<file path="src/frqs_pkg.sv">
// shared types and constants of the fifo run queue scheduler
package frqs_pkg;

    localparam int OP_W    = 2;
    localparam int ID_W    = 8;
    localparam int COUNT_W = 5;

    localparam logic [OP_W-1:0] OP_ADD    = 2'd0;
    localparam logic [OP_W-1:0] OP_REMOVE = 2'd1;
    localparam logic [OP_W-1:0] OP_PICK   = 2'd2;

    // read address select for the queue memory
    typedef enum logic [1:0] {
        RA_IDX   = 2'd0,
        RA_IDX1  = 2'd1,
        RA_IDX2  = 2'd2,
        RA_ZERO  = 2'd3
    } rd_sel_t;

    // commands from the sequencer to the datapath
    typedef struct packed {
        logic    capture;
        rd_sel_t rd_sel;
        logic    idx_inc;
        logic    wr_tail;
        logic    wr_shift;
        logic    cnt_dec;
        logic    set_ovf;
        logic    set_pick;
        logic    load_out;
    } cmd_t;

    // status from the datapath to the sequencer
    typedef struct packed {
        logic [OP_W-1:0] op;
        logic            stopped;
        logic            cnt_zero;
        logic            cnt_one;
        logic            cnt_full;
        logic            next1_ok;
        logic            next2_ok;
        logic            match;
    } stat_t;

endpackage

</file>
<file path="src/frqs_ctrl.sv">
// sequencer of the fifo run queue scheduler
module frqs_ctrl (
    input  logic             aclk,
    input  logic             aresetn,
    input  logic             s_valid,
    output logic             s_ready,
    output logic             m_valid,
    input  logic             m_ready,
    input  frqs_pkg::stat_t  stat,
    output frqs_pkg::cmd_t   cmd
);

    typedef enum logic [6:0] {
        ST_IDLE   = 7'b0000001,
        ST_EXEC   = 7'b0000010,
        ST_SEARCH = 7'b0000100,
        ST_SHIFT  = 7'b0001000,
        ST_FETCH  = 7'b0010000,
        ST_HEAD   = 7'b0100000,
        ST_DONE   = 7'b1000000
    } state_t;

    state_t state_reg, state_next;
    logic   m_valid_reg, m_valid_next;
    logic   out_free;

    assign out_free = !m_valid_reg || m_ready;
    assign s_ready  = (state_reg == ST_IDLE);
    assign m_valid  = m_valid_reg;

    always_comb begin
        state_next   = state_reg;
        cmd          = '0;
        cmd.rd_sel   = frqs_pkg::RA_IDX;
        m_valid_next = m_valid_reg && !m_ready;
        case (state_reg)
            ST_IDLE: begin
                if (s_valid) begin
                    cmd.capture = 1'b1;
                    state_next  = ST_EXEC;
                end
            end
            ST_EXEC: begin
                case (stat.op)
                    frqs_pkg::OP_ADD: begin
                        if (stat.cnt_full) begin
                            cmd.set_ovf = 1'b1;
                        end else begin
                            cmd.wr_tail = 1'b1;
                        end
                        state_next = ST_DONE;
                    end
                    frqs_pkg::OP_REMOVE: begin
                        cmd.rd_sel = frqs_pkg::RA_IDX;
                        state_next = stat.cnt_zero ? ST_DONE : ST_SEARCH;
                    end
                    frqs_pkg::OP_PICK: begin
                        if (stat.cnt_zero) begin
                            state_next = ST_DONE;
                        end else if (stat.cnt_one || !stat.stopped) begin
                            cmd.rd_sel = frqs_pkg::RA_ZERO;
                            state_next = ST_HEAD;
                        end else begin
                            cmd.rd_sel = frqs_pkg::RA_IDX1;
                            state_next = ST_SHIFT;
                        end
                    end
                    default: begin
                        state_next = ST_DONE;
                    end
                endcase
            end
            ST_SEARCH: begin
                if (stat.match) begin
                    if (stat.next1_ok) begin
                        cmd.rd_sel = frqs_pkg::RA_IDX1;
                        state_next = ST_SHIFT;
                    end else begin
                        cmd.cnt_dec = 1'b1;
                        state_next  = ST_DONE;
                    end
                end else if (stat.next1_ok) begin
                    cmd.rd_sel  = frqs_pkg::RA_IDX1;
                    cmd.idx_inc = 1'b1;
                end else begin
                    state_next = ST_DONE;
                end
            end
            ST_SHIFT: begin
                cmd.wr_shift = 1'b1;
                if (stat.next2_ok) begin
                    cmd.rd_sel  = frqs_pkg::RA_IDX2;
                    cmd.idx_inc = 1'b1;
                end else begin
                    cmd.cnt_dec = 1'b1;
                    state_next  = (stat.op == frqs_pkg::OP_PICK) ? ST_FETCH : ST_DONE;
                end
            end
            ST_FETCH: begin
                cmd.rd_sel = frqs_pkg::RA_ZERO;
                state_next = ST_HEAD;
            end
            ST_HEAD: begin
                cmd.set_pick = 1'b1;
                state_next   = ST_DONE;
            end
            ST_DONE: begin
                if (out_free) begin
                    cmd.load_out = 1'b1;
                    m_valid_next = 1'b1;
                    state_next   = ST_IDLE;
                end
            end
            default: begin
                state_next = ST_IDLE;
            end
        endcase
    end

    always_ff @(posedge aclk) begin
        if (!aresetn) begin
            state_reg   <= ST_IDLE;
            m_valid_reg <= 1'b0;
        end else begin
            state_reg   <= state_next;
            m_valid_reg <= m_valid_next;
        end
    end

endmodule

</file>
<file path="src/frqs_dp.sv">
// queue memory, count, scan index and result registers
module frqs_dp #(
    parameter int QUEUE_DEPTH = 16
) (
    input  logic                          aclk,
    input  logic                          aresetn,
    input  logic [frqs_pkg::OP_W-1:0]     s_operation,
    input  logic [frqs_pkg::ID_W-1:0]     s_entity_id,
    input  logic                          s_head_stopped,
    input  frqs_pkg::cmd_t                cmd,
    output frqs_pkg::stat_t               stat,
    output logic                          m_pick_valid,
    output logic [frqs_pkg::ID_W-1:0]     m_picked_id,
    output logic [frqs_pkg::COUNT_W-1:0]  m_queue_count,
    output logic                          m_overflow
);

    localparam int AW = (QUEUE_DEPTH > 1) ? $clog2(QUEUE_DEPTH) : 1;
    localparam int CW = $clog2(QUEUE_DEPTH + 1);
    localparam int XW = CW + 1;
    localparam int QW = CW + frqs_pkg::COUNT_W;

    logic [frqs_pkg::ID_W-1:0] mem [QUEUE_DEPTH];

    logic [frqs_pkg::OP_W-1:0] op_reg;
    logic [frqs_pkg::ID_W-1:0] id_reg;
    logic                      stopped_reg;
    logic [CW-1:0]             count_reg;
    logic [AW-1:0]             idx_reg;
    logic [frqs_pkg::ID_W-1:0] rd_data_reg;
    logic                      res_valid_reg;
    logic [frqs_pkg::ID_W-1:0] res_id_reg;
    logic                      res_ovf_reg;
    logic                      out_valid_reg;
    logic [frqs_pkg::ID_W-1:0] out_id_reg;
    logic [frqs_pkg::COUNT_W-1:0] out_count_reg;
    logic                      out_ovf_reg;

    logic [XW-1:0]             idx_x;
    logic [XW-1:0]             cnt_x;
    logic [AW-1:0]             rd_addr;
    logic [AW-1:0]             wr_addr;
    logic [frqs_pkg::ID_W-1:0] wr_data;
    logic                      wr_en;
    logic [QW-1:0]             count_wide;

    assign idx_x = XW'(idx_reg);
    assign cnt_x = XW'(count_reg);

    always_comb begin
        case (cmd.rd_sel)
            frqs_pkg::RA_IDX:  rd_addr = idx_reg;
            frqs_pkg::RA_IDX1: rd_addr = AW'(idx_x + XW'(1));
            frqs_pkg::RA_IDX2: rd_addr = AW'(idx_x + XW'(2));
            frqs_pkg::RA_ZERO: rd_addr = '0;
            default:           rd_addr = idx_reg;
        endcase
    end

    // tail append for add, one-step gap closing for remove and pick
    assign wr_en   = cmd.wr_tail || cmd.wr_shift;
    assign wr_addr = cmd.wr_tail ? AW'(count_reg) : idx_reg;
    assign wr_data = cmd.wr_tail ? id_reg : rd_data_reg;

    always_ff @(posedge aclk) begin
        if (wr_en) begin
            mem[wr_addr] <= wr_data;
        end
        rd_data_reg <= mem[rd_addr];
    end

    always_comb begin
        stat          = '0;
        stat.op       = op_reg;
        stat.stopped  = stopped_reg;
        stat.cnt_zero = (count_reg == '0);
        stat.cnt_one  = (count_reg == CW'(1));
        stat.cnt_full = (count_reg == CW'(QUEUE_DEPTH));
        stat.next1_ok = ((idx_x + XW'(1)) < cnt_x);
        stat.next2_ok = ((idx_x + XW'(2)) < cnt_x);
        stat.match    = (rd_data_reg == id_reg);
    end

    always_ff @(posedge aclk) begin
        if (!aresetn) begin
            count_reg <= '0;
        end else if (cmd.wr_tail) begin
            count_reg <= count_reg + CW'(1);
        end else if (cmd.cnt_dec) begin
            count_reg <= count_reg - CW'(1);
        end
    end

    always_ff @(posedge aclk) begin
        if (cmd.capture) begin
            op_reg        <= s_operation;
            id_reg        <= s_entity_id;
            stopped_reg   <= s_head_stopped;
            idx_reg       <= '0;
            res_valid_reg <= 1'b0;
            res_id_reg    <= '0;
            res_ovf_reg   <= 1'b0;
        end else begin
            if (cmd.idx_inc) begin
                idx_reg <= idx_reg + AW'(1);
            end
            if (cmd.set_ovf) begin
                res_ovf_reg <= 1'b1;
            end
            if (cmd.set_pick) begin
                res_valid_reg <= 1'b1;
                res_id_reg    <= rd_data_reg;
            end
        end
    end

    assign count_wide = QW'(count_reg);

    always_ff @(posedge aclk) begin
        if (cmd.load_out) begin
            out_valid_reg <= res_valid_reg;
            out_id_reg    <= res_id_reg;
            out_count_reg <= count_wide[frqs_pkg::COUNT_W-1:0];
            out_ovf_reg   <= res_ovf_reg;
        end
    end

    assign m_pick_valid  = out_valid_reg;
    assign m_picked_id   = out_id_reg;
    assign m_queue_count = out_count_reg;
    assign m_overflow    = out_ovf_reg;

endmodule

</file>
<file path="src/fifo_run_queue_scheduler_core.sv">
// top level of the fifo run queue scheduler
//
// usage
//   input channel s_*: one word per operation (add, remove or pick) with the
//   task identifier and, for pick, the head-stopped flag
//   result channel m_*: exactly one word per input word, in order, carrying
//   the pick result, the queue count after the operation and the overflow flag
// throughput
//   one word at a time; the queue memory has one write and one registered read
//   port, so remove scans one entry per cycle and closes the gap one entry per
//   cycle; an add passes the exec and done states, a plain pick exec, head and
//   done, and a pick that drops a stopped head also shifts and fetches the head;
//   the result word and s_ready return in the same cycle
// reset
//   aresetn clears the count and the sequencer; the queue memory is not
//   cleared, entries at or beyond the count are never read
// stall
//   the result word sits in the output register until m_ready; the next input
//   word is taken meanwhile and runs up to the point where its result is due
module fifo_run_queue_scheduler_core #(
    parameter int QUEUE_DEPTH = 16
) (
    input  logic                          aclk,
    input  logic                          aresetn,
    input  logic                          s_valid,
    output logic                          s_ready,
    input  logic [frqs_pkg::OP_W-1:0]     s_operation,
    input  logic [frqs_pkg::ID_W-1:0]     s_entity_id,
    input  logic                          s_head_stopped,
    output logic                          m_valid,
    input  logic                          m_ready,
    output logic                          m_pick_valid,
    output logic [frqs_pkg::ID_W-1:0]     m_picked_id,
    output logic [frqs_pkg::COUNT_W-1:0]  m_queue_count,
    output logic                          m_overflow
);

    // command and status between sequencer and datapath
    frqs_pkg::cmd_t  cmd;
    frqs_pkg::stat_t stat;

    // sequencer: decode, scan, shift, head fetch and result handoff
    frqs_ctrl u_ctrl (
        .aclk    (aclk),
        .aresetn (aresetn),
        .s_valid (s_valid),
        .s_ready (s_ready),
        .m_valid (m_valid),
        .m_ready (m_ready),
        .stat    (stat),
        .cmd     (cmd)
    );

    // datapath: queue memory, count, scan index and output word register
    frqs_dp #(
        .QUEUE_DEPTH (QUEUE_DEPTH)
    ) u_dp (
        .aclk           (aclk),
        .aresetn        (aresetn),
        .s_operation    (s_operation),
        .s_entity_id    (s_entity_id),
        .s_head_stopped (s_head_stopped),
        .cmd            (cmd),
        .stat           (stat),
        .m_pick_valid   (m_pick_valid),
        .m_picked_id    (m_picked_id),
        .m_queue_count  (m_queue_count),
        .m_overflow     (m_overflow)
    );

endmodule

</file>
<file path="config.mk">
export PLATFORM = sky130hd
export DESIGN_NAME = fifo_run_queue_scheduler_core
export DESIGN_NICKNAME = d
export VERILOG_FILES = /design/src/frqs_pkg.sv /design/src/frqs_ctrl.sv /design/src/frqs_dp.sv /design/src/fifo_run_queue_scheduler_core.sv
export SDC_FILE = /design/constraint.sdc
export NUM_CORES = 1
export LEC_CHECK = 0
export BUFFER_PORTS_ARGS = -buffer_cell sky130_fd_sc_hd__buf_2
export CAP_MARGIN = 5
export CORE_MARGIN = 1.5
export CORE_UTILIZATION = 35
export CTS_CLUSTER_DIAMETER = 80
export DETAILED_ROUTE_END_ITERATION = 6
export SLEW_MARGIN = 20
export SYNTH_ARGS = -nofsm -noshare
export SYNTH_HDL_FRONTEND = slang
export SYNTH_HIERARCHICAL = 1
export SYNTH_SLANG_ARGS = --single-unit
</file>
<file path="constraint.sdc">
create_clock -name aclk -period 3.8 [get_ports aclk]
set_clock_uncertainty 0.1 [all_clocks]
set_input_delay 0.19 -clock aclk [delete_from_list [all_inputs] [get_ports aclk]]
set_output_delay 0.19 -clock aclk [all_outputs]
set_load 0.05 [all_outputs]
</file>
==> After elaboration in Yosys (flattened, before gate mapping) <==
Memory sizes are Yosys's and may differ from the RTL's. A register that Yosys moved wholly into a read port is not among the register bits.
Cells that the tools add are included.
{ "op_classes": {"add_sub_neg": 5, "n_lt_le_gt_ge": 2, "eq_ne": 19, "n_mux": 47, "n_reduce_logical": 12} }
{ "ops": {"columns": ["cell", "count"], "rows": [
  ["two-way mux 7 bit", 9],
  ["case mux 7 bit (7 select lines)", 1],
  ["two-way mux 1 bit", 21],
  ["case mux 4 bit (4 select lines)", 1],
  ["case mux 7 bit (2 select lines)", 1],
  ["less-than comparator 6 x 5 -> 1 bit", 2],
  ["two-way mux 2 bit", 5],
  ["two-way mux 5 bit", 2],
  ["equality test 8 bit", 1],
  ["two-way mux 8 bit", 1],
  ["case mux 2 bit (4 select lines)", 1],
  ["equality test 7 x 1 -> 1 bit (second input constant)", 1],
  ["equality test 7 x 2 -> 1 bit (second input constant)", 1],
  ["equality test 7 x 3 -> 1 bit (second input constant)", 1],
  ["equality test 7 x 4 -> 1 bit (second input constant)", 1],
  ["equality test 7 x 5 -> 1 bit (second input constant)", 1],
  ["equality test 7 x 6 -> 1 bit (second input constant)", 1],
  ["equality test 7 bit (second input constant)", 1],
  ["equality test 2 bit (second input constant)", 3],
  ["two-way mux 6 bit", 1],
  ["adder 4 x 1 -> 5 bit (second input constant)", 1],
  ["adder 4 x 2 -> 5 bit (second input constant)", 1],
  ["adder 5 x 1 -> 5 bit (second input constant)", 1],
  ["equality test 5 x 1 -> 1 bit (second input constant)", 1],
  ["other kinds (17)", 25]
]} }
{ "totals": {"reg_bits": 53, "ram_bits": 128, "inputBits": 15, "wordCells": 100, "n_memories": 1} }
{ "mem_list": {"columns": ["name", "depth", "word_bits", "rd", "rd_ports_with_merged_regs", "write_ports", "line", "rtl"], "rows": [
  ["u_dp.mem", 16, 8, 1, 1, 1, "frqs_dp.sv:23", "logic [frqs_pkg::ID_W-1:0] mem [QUEUE_DEPTH];"]
]} }

==> Longest topological paths before layout <==
Gate-level depths: netlist (run 1).
{ "logic_depth": {"ltp_word": 8, "depth_mapped": 21, "depth_no_buf": 15} }

==> Cells and area by module <==
The synthesis (run 1) kept the hierarchy.
{ "by_module_without_submodules": {"columns": ["mod", "instances", "cells_per_inst", "area_each_um2", "seq_area_each_um2"], "rows": [
  ["frqs_dp", 1, 736, 8600.7, 5165.0],
  ["frqs_ctrl", 1, 83, 675.6, 160.2]
]} }

==> Worst setup path before layout (run 1) <==
No wires, ideal clock.
{ "synth_timing": {"path_type": "flip-flop to flip-flop", "startpoint": "register u_dp.idx_reg[0]", "endpoint": "register u_dp/rd_data_reg[2] (netlist name), read port of u_dp.mem", "setup_time_ns": 0.125, "t_arrival_ns": 3.478, "t_required_ns": 3.575, "setup_slack_ns": 0.097, "path_stages_with_launch": 21, "path_cell_list": "dfxtp_1 -> buf_2 -> buf_2 -> buf_2 -> buf_1 -> nand2_1 -> xnor2_1 -> ha_1 -> o21ai_0 -> nand2b_1 -> a21oi_1 -> a31oi_1 -> nand2_1 -> buf_6 -> buf_2 -> buf_2 -> mux2_2 -> nand2_1 -> o311ai_0 -> nand3_1 -> nand4_1"} }
{ "synth_rtl": {"columns": ["item", "line", "rtl"], "rows": [
  ["start: declaration", "frqs_dp.sv:29", "logic [AW-1:0] idx_reg;"],
  ["start signal: assignment", "frqs_dp.sv:105", "idx_reg <= idx_reg + AW'(1);"],
  ["end: declaration", "frqs_dp.sv:30", "logic [frqs_pkg::ID_W-1:0] rd_data_reg;"]
]} }

==> results.cfg, run 1 <==
[yosys]
ys_ff_latch = 189
synth_top_area_share_pct = 49.9
synth_area_leaders = edfxtp_1, dfxtp_1, mux2_2, nor2_1, o311ai_0
synth_area_per_cell_um2 = 11.3
yosysWarnings = 6
ys_async_sr_fraction_pct = 0
yosysUniqueCellTypes = 63
syn_inst = 819
yosys_most_used_dff = edfxtp_1
syn_nets = 850
ys_seq_area_share_pct = 57.4
syn_area_um2 = 9280
yosys.area.top_type = edfxtp_1
synth_edf_count = 154

[finish]
utilization_pct = 41.7
final_cells = 1227
final_common_cell = edfxtp_1
seqCellArea_um2 = 5330
top_register = u_dp/mem
layout.nets = 910
largest_reg_flops = 128
drive_gt1_share_pct = 22.2
multi_input_area_um2 = 3680
final_cell_mix = edfxtp_1, nor2_1, nand3_1
antenna_cells = 0
synthToLayoutAreaGrowth_pct = 17.0
num-fill-cells = 2431

[worst_hold_path]
hp-class = in2reg

[job]
maxCapViolations = 0

[placement]
post-dp-hpwl_mm = 15.3
placedCellCount = 1178
gp_congestion = 0.826
dp_worst_setup_slack_ps = -34.8
numPortBuffers = 31

[worst_setup_path]
path_max_fanout = 11
path_cells = ha_1, ha_1, a21boi_0, o21a_1, o21ai_0, nand2b_1, a21oi_2, a31oi_1, nand2_2, buf_12, buf_4, mux2_2, a221oi_1, mux2i_1, a32oi_2, nand3_1
critical_path_arrival_ps = 3810
crit_path_frequent_cell = ha_1
crit_required_ps = 4010
end_kind = flop
critPathLaunchType = flop
crit_slowest_cell = dfxtp_2
setup.worst_path.class = reg2reg
crit_path_max_incr_delay_ps = 400

[floorplan]
io_pins = 32
row_count = 59
start_util_pct = 35.6
fp.dieH_um = 166
core_um2 = 26100
die_area_um2 = 27500
die_w_um = 166

[routing]
drc_errors = 0
firstDrtPassIters = 5
dr_total_vias = 6710
dr.first_iter.drc_count = 581
wl_mm = 23.7
vias_per_cell = 5.47
ant_nets = 0
routedWlPerCell_um = 19.3

[sta]
hold_viol = 0
hold_ws_ps = 8.35
slew_violations = 0
rsz0062_at_grt = no
period_share_pct = 94.7
setup_viol = 0
setup_slack_ps = 201
tightest_slew_ps = 1010
maxSlewHeadroom_pct = 32.7
fmax_mhz = 278
timing.final.crit_period_ps = 3600

[grt]
groute.usage.overall_pct = 17.4
top_usage_layer = met2
grt_pass1_vias = 6493
grt_pass1_wl_mm = 36.9
grtUsageMet3_pct = 3.31
met1_usage_pct = 23.2
use_met2_pct = 28.6
antenna_found_initial = 0
gr-total-overflow = 0
grt_max_degree = 77

[clocking]
numCtsBuffers = 17
path_clk_slew_ps = 70
cts_root_buf = clkbuf_16
cts.sinks = 189
clock_path_buffers = 2
tritoncts = yes
htree_levels = 4
clk_latency_ps = 440

[power_and_ir_drop]
fin_total_pwr_w = 0.00411
powerDensity_nw_per_um2 = 378
p_leak_nw = 3.69
vdd_drop_max_mv = 0.291

[run_status]
status = finished, final reports clean
cells in the mapped netlist (3+ instances only):
cell	number
inv_1	15
a31oi_1	11
and2_1	5
ha_1	16
edfxtp_1	154
a21o_1	4
o311ai_0	46
xnor2_1	15
buf_4	4
nand2b_1	7
nor2b_1	12
xor2_1	5
nand3_1	66
o21ai_1	3
nand4_1	9
nor3b_1	3
buf_2	17
mux2_2	58
mux2i_1	10
nand2_1	57
dfxtp_1	35
clkbuf_1	29
o21ai_0	19
nor2_1	142
and3_1	9
a21oi_1	10
buf_1	3
nor3_1	7
buf_6	3
a221oi_1	3
what timing repair did:
item | in CTS | in global routing
endpoints found under the setup margin | 3 | 8
pin swaps | 2 | 3
resized for setup | 4 | 17
hold buffers | 12 | 0
setup buffers | 2 | 2
cloned | 0 | 1
hold endpoints to repair | 12 | 0
worst max-delay path: cells and delay by family, from the launching register on:
family	cells	cell delay (ps)
AO/OA/AOI/OAI	7	1280
adder cells (fa/ha/maj)	2	540
buffers and inverters	2	320
flip-flops	1	400
multiplexers	2	470
AND/OR/NAND/NOR	3	350
area by class of cell:
type | instances | share of cell area (%)
multi-input cells | 558 | 33.9
clock buffers | 21 | 4.06
clock inverters | 11 | 1.24
repair buffers | 98 | 7.31
well taps | 335 | 3.86
flip-flops and latches | 189 | 49.1
inverters | 15 | 0.519
stage by stage:
stage          cell area, µm²  setup TNS, ps
6_report                10900              0
5_1_grt                 10900              0
4_1_cts                 10800              0
3_5_place_dp            10100          -34.8
3_3_place_gp            10100              0
2_1_floorplan            9280              0
cell families after synthesis:
| kind of cell | Yosys count | synth area share, % |
|---|---|---|
| AOI/OAI and AO/OA | 116 | 9.41 |
| buffers and inverters | 72 | 3.56 |
| muxes | 68 | 8.12 |
| adders and majority gates | 16 | 2.16 |
| xor gates and xnor gates | 20 | 1.89 |
| DFF | 189 | 57.4 |
| and+or+nand+nor | 338 | 17.5 |
per-layer routing:
layer | wire (µm) | up-vias
met5 | 0 | -
met4 | 451 | 0
met3 | 1250 | 29
met2 | 11300 | 248
met1 | 10600 | 3276
li1 | - | 3157
report_power, final:
group          internal, W  switching [W]  total (W)
registers          0.00223      0.0000123    0.00224
clock network     0.000981       0.000786    0.00177
logic            0.0000391      0.0000593  0.0000984
total              0.00325       0.000858    0.00411
final timing paths:
check,startpoint,end,slack (ps),depth (start not counted)
hold / removal,aresetn,u_ctrl/state_reg[2],8,2
hold reg to reg,u_dp/res_valid_reg,u_dp/m_pick_valid,330,0
setup / recovery,u_dp/idx_reg[1],u_dp/rd_data_reg[6],200,16
setup reg to reg,u_dp/idx_reg[1],u_dp/rd_data_reg[6],200,16
No activity file was read; power rests on OpenSTA's default activity.
==> run 2: changes to the inputs <==
RECOVER_POWER = 25   (was not set)
==> results.cfg, run 2 (synthesized netlist as in run 1, its figures left out) <==
[run_status]
status = finished, final reports clean

[placement]
numPortBuffers = 31
post-dp-hpwl_mm = 15.3
gp_congestion = 0.826
placedCellCount = 1178

[routing]
firstDrtPassIters = 6
vias_per_cell = 5.47
routedWlPerCell_um = 19.4
dr_total_vias = 6713
drc_errors = 0
ant_nets = 0
wl_mm = 23.8
dr.first_iter.drc_count = 584

[worst_hold_path]
hold_start = aresetn
hp-class = in2reg

[clocking]
htree_levels = 4
tritoncts = yes
cts_root_buf = clkbuf_16
numCtsBuffers = 17
clk_latency_ps = 440
clock_path_buffers = 2
path_clk_slew_ps = 70
cts.sinks = 189

[finish]
layout.nets = 910
antenna_cells = 0
top_register = u_dp/mem
utilization_pct = 41.4
largest_reg_flops = 128
final_common_cell = edfxtp_1
final_cells = 1227
final_cell_mix = edfxtp_1, nor2_1, nand3_1
synthToLayoutAreaGrowth_pct = 16.3
drive_gt1_share_pct = 19.2

[worst_setup_path]
setup.worst_path.class = reg2reg
crit_slowest_cell = o311ai_1
crit_path_max_incr_delay_ps = 420
crit_required_ps = 4070
critical_path_arrival_ps = 3870
path_max_fanout = 25
startpoint = u_dp/idx_reg[1]
end_kind = flop
r2r_start = u_dp/idx_reg[1]
critPathLaunchType = flop
path_cells = ha_1, ha_1, a21boi_0, o21a_1, o21ai_0, nand2b_1, a21oi_2, a31oi_1, nand2_2, nor2b_4, buf_12, buf_12, nor2_1, o311ai_1, nand3_1, nand4_1

[floorplan]
fp.dieH_um = 166
row_count = 59
io_pins = 32
die_w_um = 166
start_util_pct = 35.6
die_area_um2 = 27500
core_um2 = 26100

[grt]
gr-total-overflow = 0
groute.usage.overall_pct = 17.4
antenna_found_initial = 0
grt_max_degree = 77
grt_pass1_vias = 6493
grt_pass1_wl_mm = 36.9

[sta]
timing.final.crit_period_ps = 3600
fmax_mhz = 278
period_share_pct = 94.7
maxSlewHeadroom_pct = 3.46
hold_viol = 0
rsz0062_at_grt = no
tightest_slew_ps = 1450
setup_viol = 0
slew_violations = 0
fin_tns_setup_ps = 0

[power_and_ir_drop]
fin_total_pwr_w = 0.00411
vdd_drop_max_mv = 0.291
p_leak_nw = 3.61
powerDensity_nw_per_um2 = 381

[job]
maxCapViolations = 0
run 2: cell types whose count changed in the layout (fill, tap and decap cells not counted), sizes merged:
cell | previous run | this run
buf | 85 | 62
clkbuf | 22 | 45
run 2: area by class of cell:
cell class,instances,area (µm²)
Multi-Input combinational cell,558,3650
Inverter,15,56.3
Clock inverter,11,135
Sequential cell,189,5330
Fill cell,2462,15300
Tap cell,335,419
Clock buffer,21,440
Timing Repair Buffer,98,752
run 2: timing repair:
action,in CTS,in global routing
endpoints found under the hold margin,12,0
gates resized for setup,4,17
pin swaps,2,3
setup buffers,2,2
endpoints found under the setup margin,3,8
gates cloned,0,1
hold buffers,12,0
run 2: final timing paths:
path	to	slack (ps)	cells past startpoint
worst max register to register	u_dp/rd_data_reg[1]	200	16
worst min-delay path	u_ctrl/state_reg[5]	10	2
worst max-delay path	u_dp/rd_data_reg[1]	200	16
worst min register to register	u_dp/m_pick_valid	330	0
run 2: power breakdown:
part / leakage, nW / switching, W / internal [W]
logic: 1.65 / 0.0000595 / 0.0000359
clock network: 0.275 / 0.000788 / 0.000981
registers: 1.68 / 0.0000111 / 0.00223
run 2: worst max-delay path: cells and delay by family (launching register included):
kind	cells	cell delay, ps
adder cells (fa/ha/maj)	2	540
flip-flops	1	400
AO/OA/AOI/OAI	6	1140
buffers and inverters	2	400
AND/OR/NAND/NOR	6	940
run 2: metal layers:
metal	vias up	wire length, µm	GRT usage (%)
met2	226	11400	28.6
met3	37	1340	3.31
met1	3298	10500	23.2
li1	3152	-	-
met5	-	0	0
met4	0	526	5.48
run 2: metrics by stage:
step	setup WS, ps	cell area (µm²)	hold slack (ps)
floorplan	97.2	9280	189
detailed placement	-34.8	10100	269
global route	6.56	10800	8.77
CTS	9.48	10800	2.18
global placement	40.1	10100	270
finish	202	10800	10.3
==> run 3: changes to the inputs <==
ABC_AREA = 1   (was not set)
SETUP_SLACK_MARGIN = 0.15   (was not set)
==> results.cfg, run 3 <==
[yosys]
synth_area_per_cell_um2 = 9.39
ys_async_sr_fraction_pct = 0
synth_edf_count = 154
synth_commonest_cells = nand3_1, nand2_1, inv_1
syn_area_um2 = 8720
synth_area_leaders = edfxtp_1, nand3_1, dfxtp_1, nand2_1, inv_1
synth_top_area_share_pct = 53.0
syn_nets = 960
yosysWarnings = 6
yosys.area.top_type = edfxtp_1
ys_seq_area_share_pct = 61.0
yosysMostFrequentCell = nand3_1
syn_inst = 929
yosys_most_used_dff = edfxtp_1
ys_ff_latch = 189
yosysUniqueCellTypes = 29

[clocking]
clock_path_buffers = 2
path_clk_slew_ps = 70
tritoncts = yes
numCtsBuffers = 17
htree_levels = 4
clk_latency_ps = 430
cts.sinks = 189
cts_root_buf = clkbuf_16

[finish]
final_cells = 1320
final_cell_mix = nand3_1, nand2_1, inv_1
final_common_cell = nand3_1
layout.nets = 1015
largest_reg_flops = 128
top_register = u_dp/mem
utilization_pct = 40.8
synthToLayoutAreaGrowth_pct = 14.2
antenna_cells = 0
num-fill-cells = 2391
drive_gt1_share_pct = 8.43
finalInstanceArea_um2 = 9960

[grt]
groute.usage.overall_pct = 16.4
gr-total-overflow = 0
grt_max_degree = 41
grt_pass1_wl_mm = 32.3
grt_pass1_vias = 5852
antenna_found_initial = 0

[sta]
slew_violations = 0
hold_viol = 0
setup_viol = 0
tightest_slew_ps = 1030
rsz0062_at_grt = no
fmax_mhz = 303
fin_tns_setup_ps = 0
hold_ws_ps = 328
timing.final.crit_period_ps = 3300
period_share_pct = 86.9
maxSlewHeadroom_pct = 31.6

[worst_setup_path]
r2r_start = u_dp/idx_reg[1]
crit_required_ps = 4070
critical_path_arrival_ps = 3570
end_kind = flop
setup.worst_path.class = reg2reg
regToRegEndpoint = u_dp/rd_data_reg[0]
critPathLaunchType = flop
r2r_slack_ps = 500
path_max_fanout = 32
r2r_cells = 21

[floorplan]
start_util_pct = 35.8
die_w_um = 161
io_pins = 32
die_area_um2 = 25900
core_um2 = 24400
fp.dieH_um = 161
row_count = 57

[routing]
vias_per_cell = 4.81
dr.first_iter.drc_count = 732
dr_total_vias = 6343
ant_nets = 0
firstDrtPassIters = 5
drc_errors = 0
routedWlPerCell_um = 15.7
wl_mm = 20.7

[placement]
gp_congestion = 0.828
post-dp-hpwl_mm = 13.7
dpl_cell_area_um2 = 9270
placedCellCount = 1272
numPortBuffers = 31

[power_and_ir_drop]
p_leak_nw = 4.22
powerDensity_nw_per_um2 = 413
vdd_drop_max_mv = 0.300

[worst_hold_path]
hold_depth = 0
hold_start = u_dp/res_id_reg[0]
worstHoldEndpoint = u_dp/m_picked_id[0]
hp-class = reg2reg

[job]
maxCapViolations = 0

[run_status]
status = finished, final reports clean
-- run 3: changes by cell type after synthesis, moves of 46 or more --
| cell | before | now |
|---|---|---|
| inv_1 | 15 | 164 |
| nand3_1 | 66 | 188 |
| nand2_1 | 57 | 178 |
| nor2_1 | 142 | 72 |
| mux2_2 | 58 | 0 |
| o311ai_0 | 46 | 0 |
-- run 3: kinds of logic after synthesis --
| family | share of synthesized area, % |
|---|---|
| simple gates | 23.9 |
| buf+inv | 9.11 |
| flops | 61.0 |
| compound gates | 2.97 |
| fa+ha+maj | 2.29 |
| xor+xnor | 0.703 |
-- run 3: power breakdown --
group	switching, W	internal, W	total, W	leakage [nW]
Combinational	0.000128	0.0000518	0.000180	2.27
Sequential	0.0000165	0.00225	0.00227	1.68
Clock	0.000809	0.000860	0.00167	0.273
Total	0.000954	0.00316	0.00411	4.22
-- run 3: cell type report --
class	count	area (µm²)	share of cell area [%]
Inverter	170	638	6.40
Tap cell	324	405	4.07
Timing Repair Buffer	67	442	4.43
Clock inverter	14	125	1.26
Sequential cell	189	5330	53.4
Multi-Input combinational cell	539	2600	26.1
Clock buffer	17	425	4.27
-- run 3: timing repair --
action | 4_1_cts | 5_1_grt
buffers inserted | 0 | 3
endpoints found under the setup margin | 0 | 8
hold buffers | 14 | 0
gates resized for setup | 0 | 8
endpoints found under the hold margin | 16 | 0
-- run 3: per-stage QoR --
step	setup WS (ps)	total power, W
2_1_floorplan	1050	0.00242
3_3_place_gp	340	0.00248
3_5_place_dp	342	0.00248
4_1_cts	275	0.00415
5_1_grt	127	0.00425
6_report	498	0.00411
-- run 3: worst max-delay path by stage --
stage	startpoint	endpoint	slack, ps	cells after the start
after global routing	u_dp/idx_reg[3]	u_dp/rd_data_reg[2]	130	18
after detailed placement	u_dp/idx_reg[1]	u_dp/rd_data_reg[2]	340	20
after floorplan	u_dp/idx_reg[1]	u_dp/rd_data_reg[5]	1050	17
after CTS	u_dp/idx_reg[1]	u_dp/rd_data_reg[2]	270	20
final	u_dp/idx_reg[1]	u_dp/rd_data_reg[0]	500	21
after global placement	u_dp/idx_reg[1]	u_dp/rd_data_reg[2]	340	20
-- run 3: metal layers --
layer	vias up	global-route usage, %	routed length [µm]
met5	-	0	0
met4	0	5.89	510
met3	40	2.76	1100
met2	201	26.5	9630
met1	2948	22.2	9490
li1	3154	-	-
-- run 3: worst max-delay path, stage by stage (launching register included) --
cell,delay [ps]
dfxtp_1,380
ha_1,190
inv_1,60
nand2_1,50
nand2_1,100
ha_1,290
inv_1,50
nor2_1,30
o21ai_0,140
nand2_1,80
a21oi_2,190
nand2_1,70
nand3_1,270
inv_2,110
nand2_1,100
buf_4,340
nand3_1,130
nand2_1,80
nand2_1,50
nand3_1,130
nand3_1,170
nand2_1,120
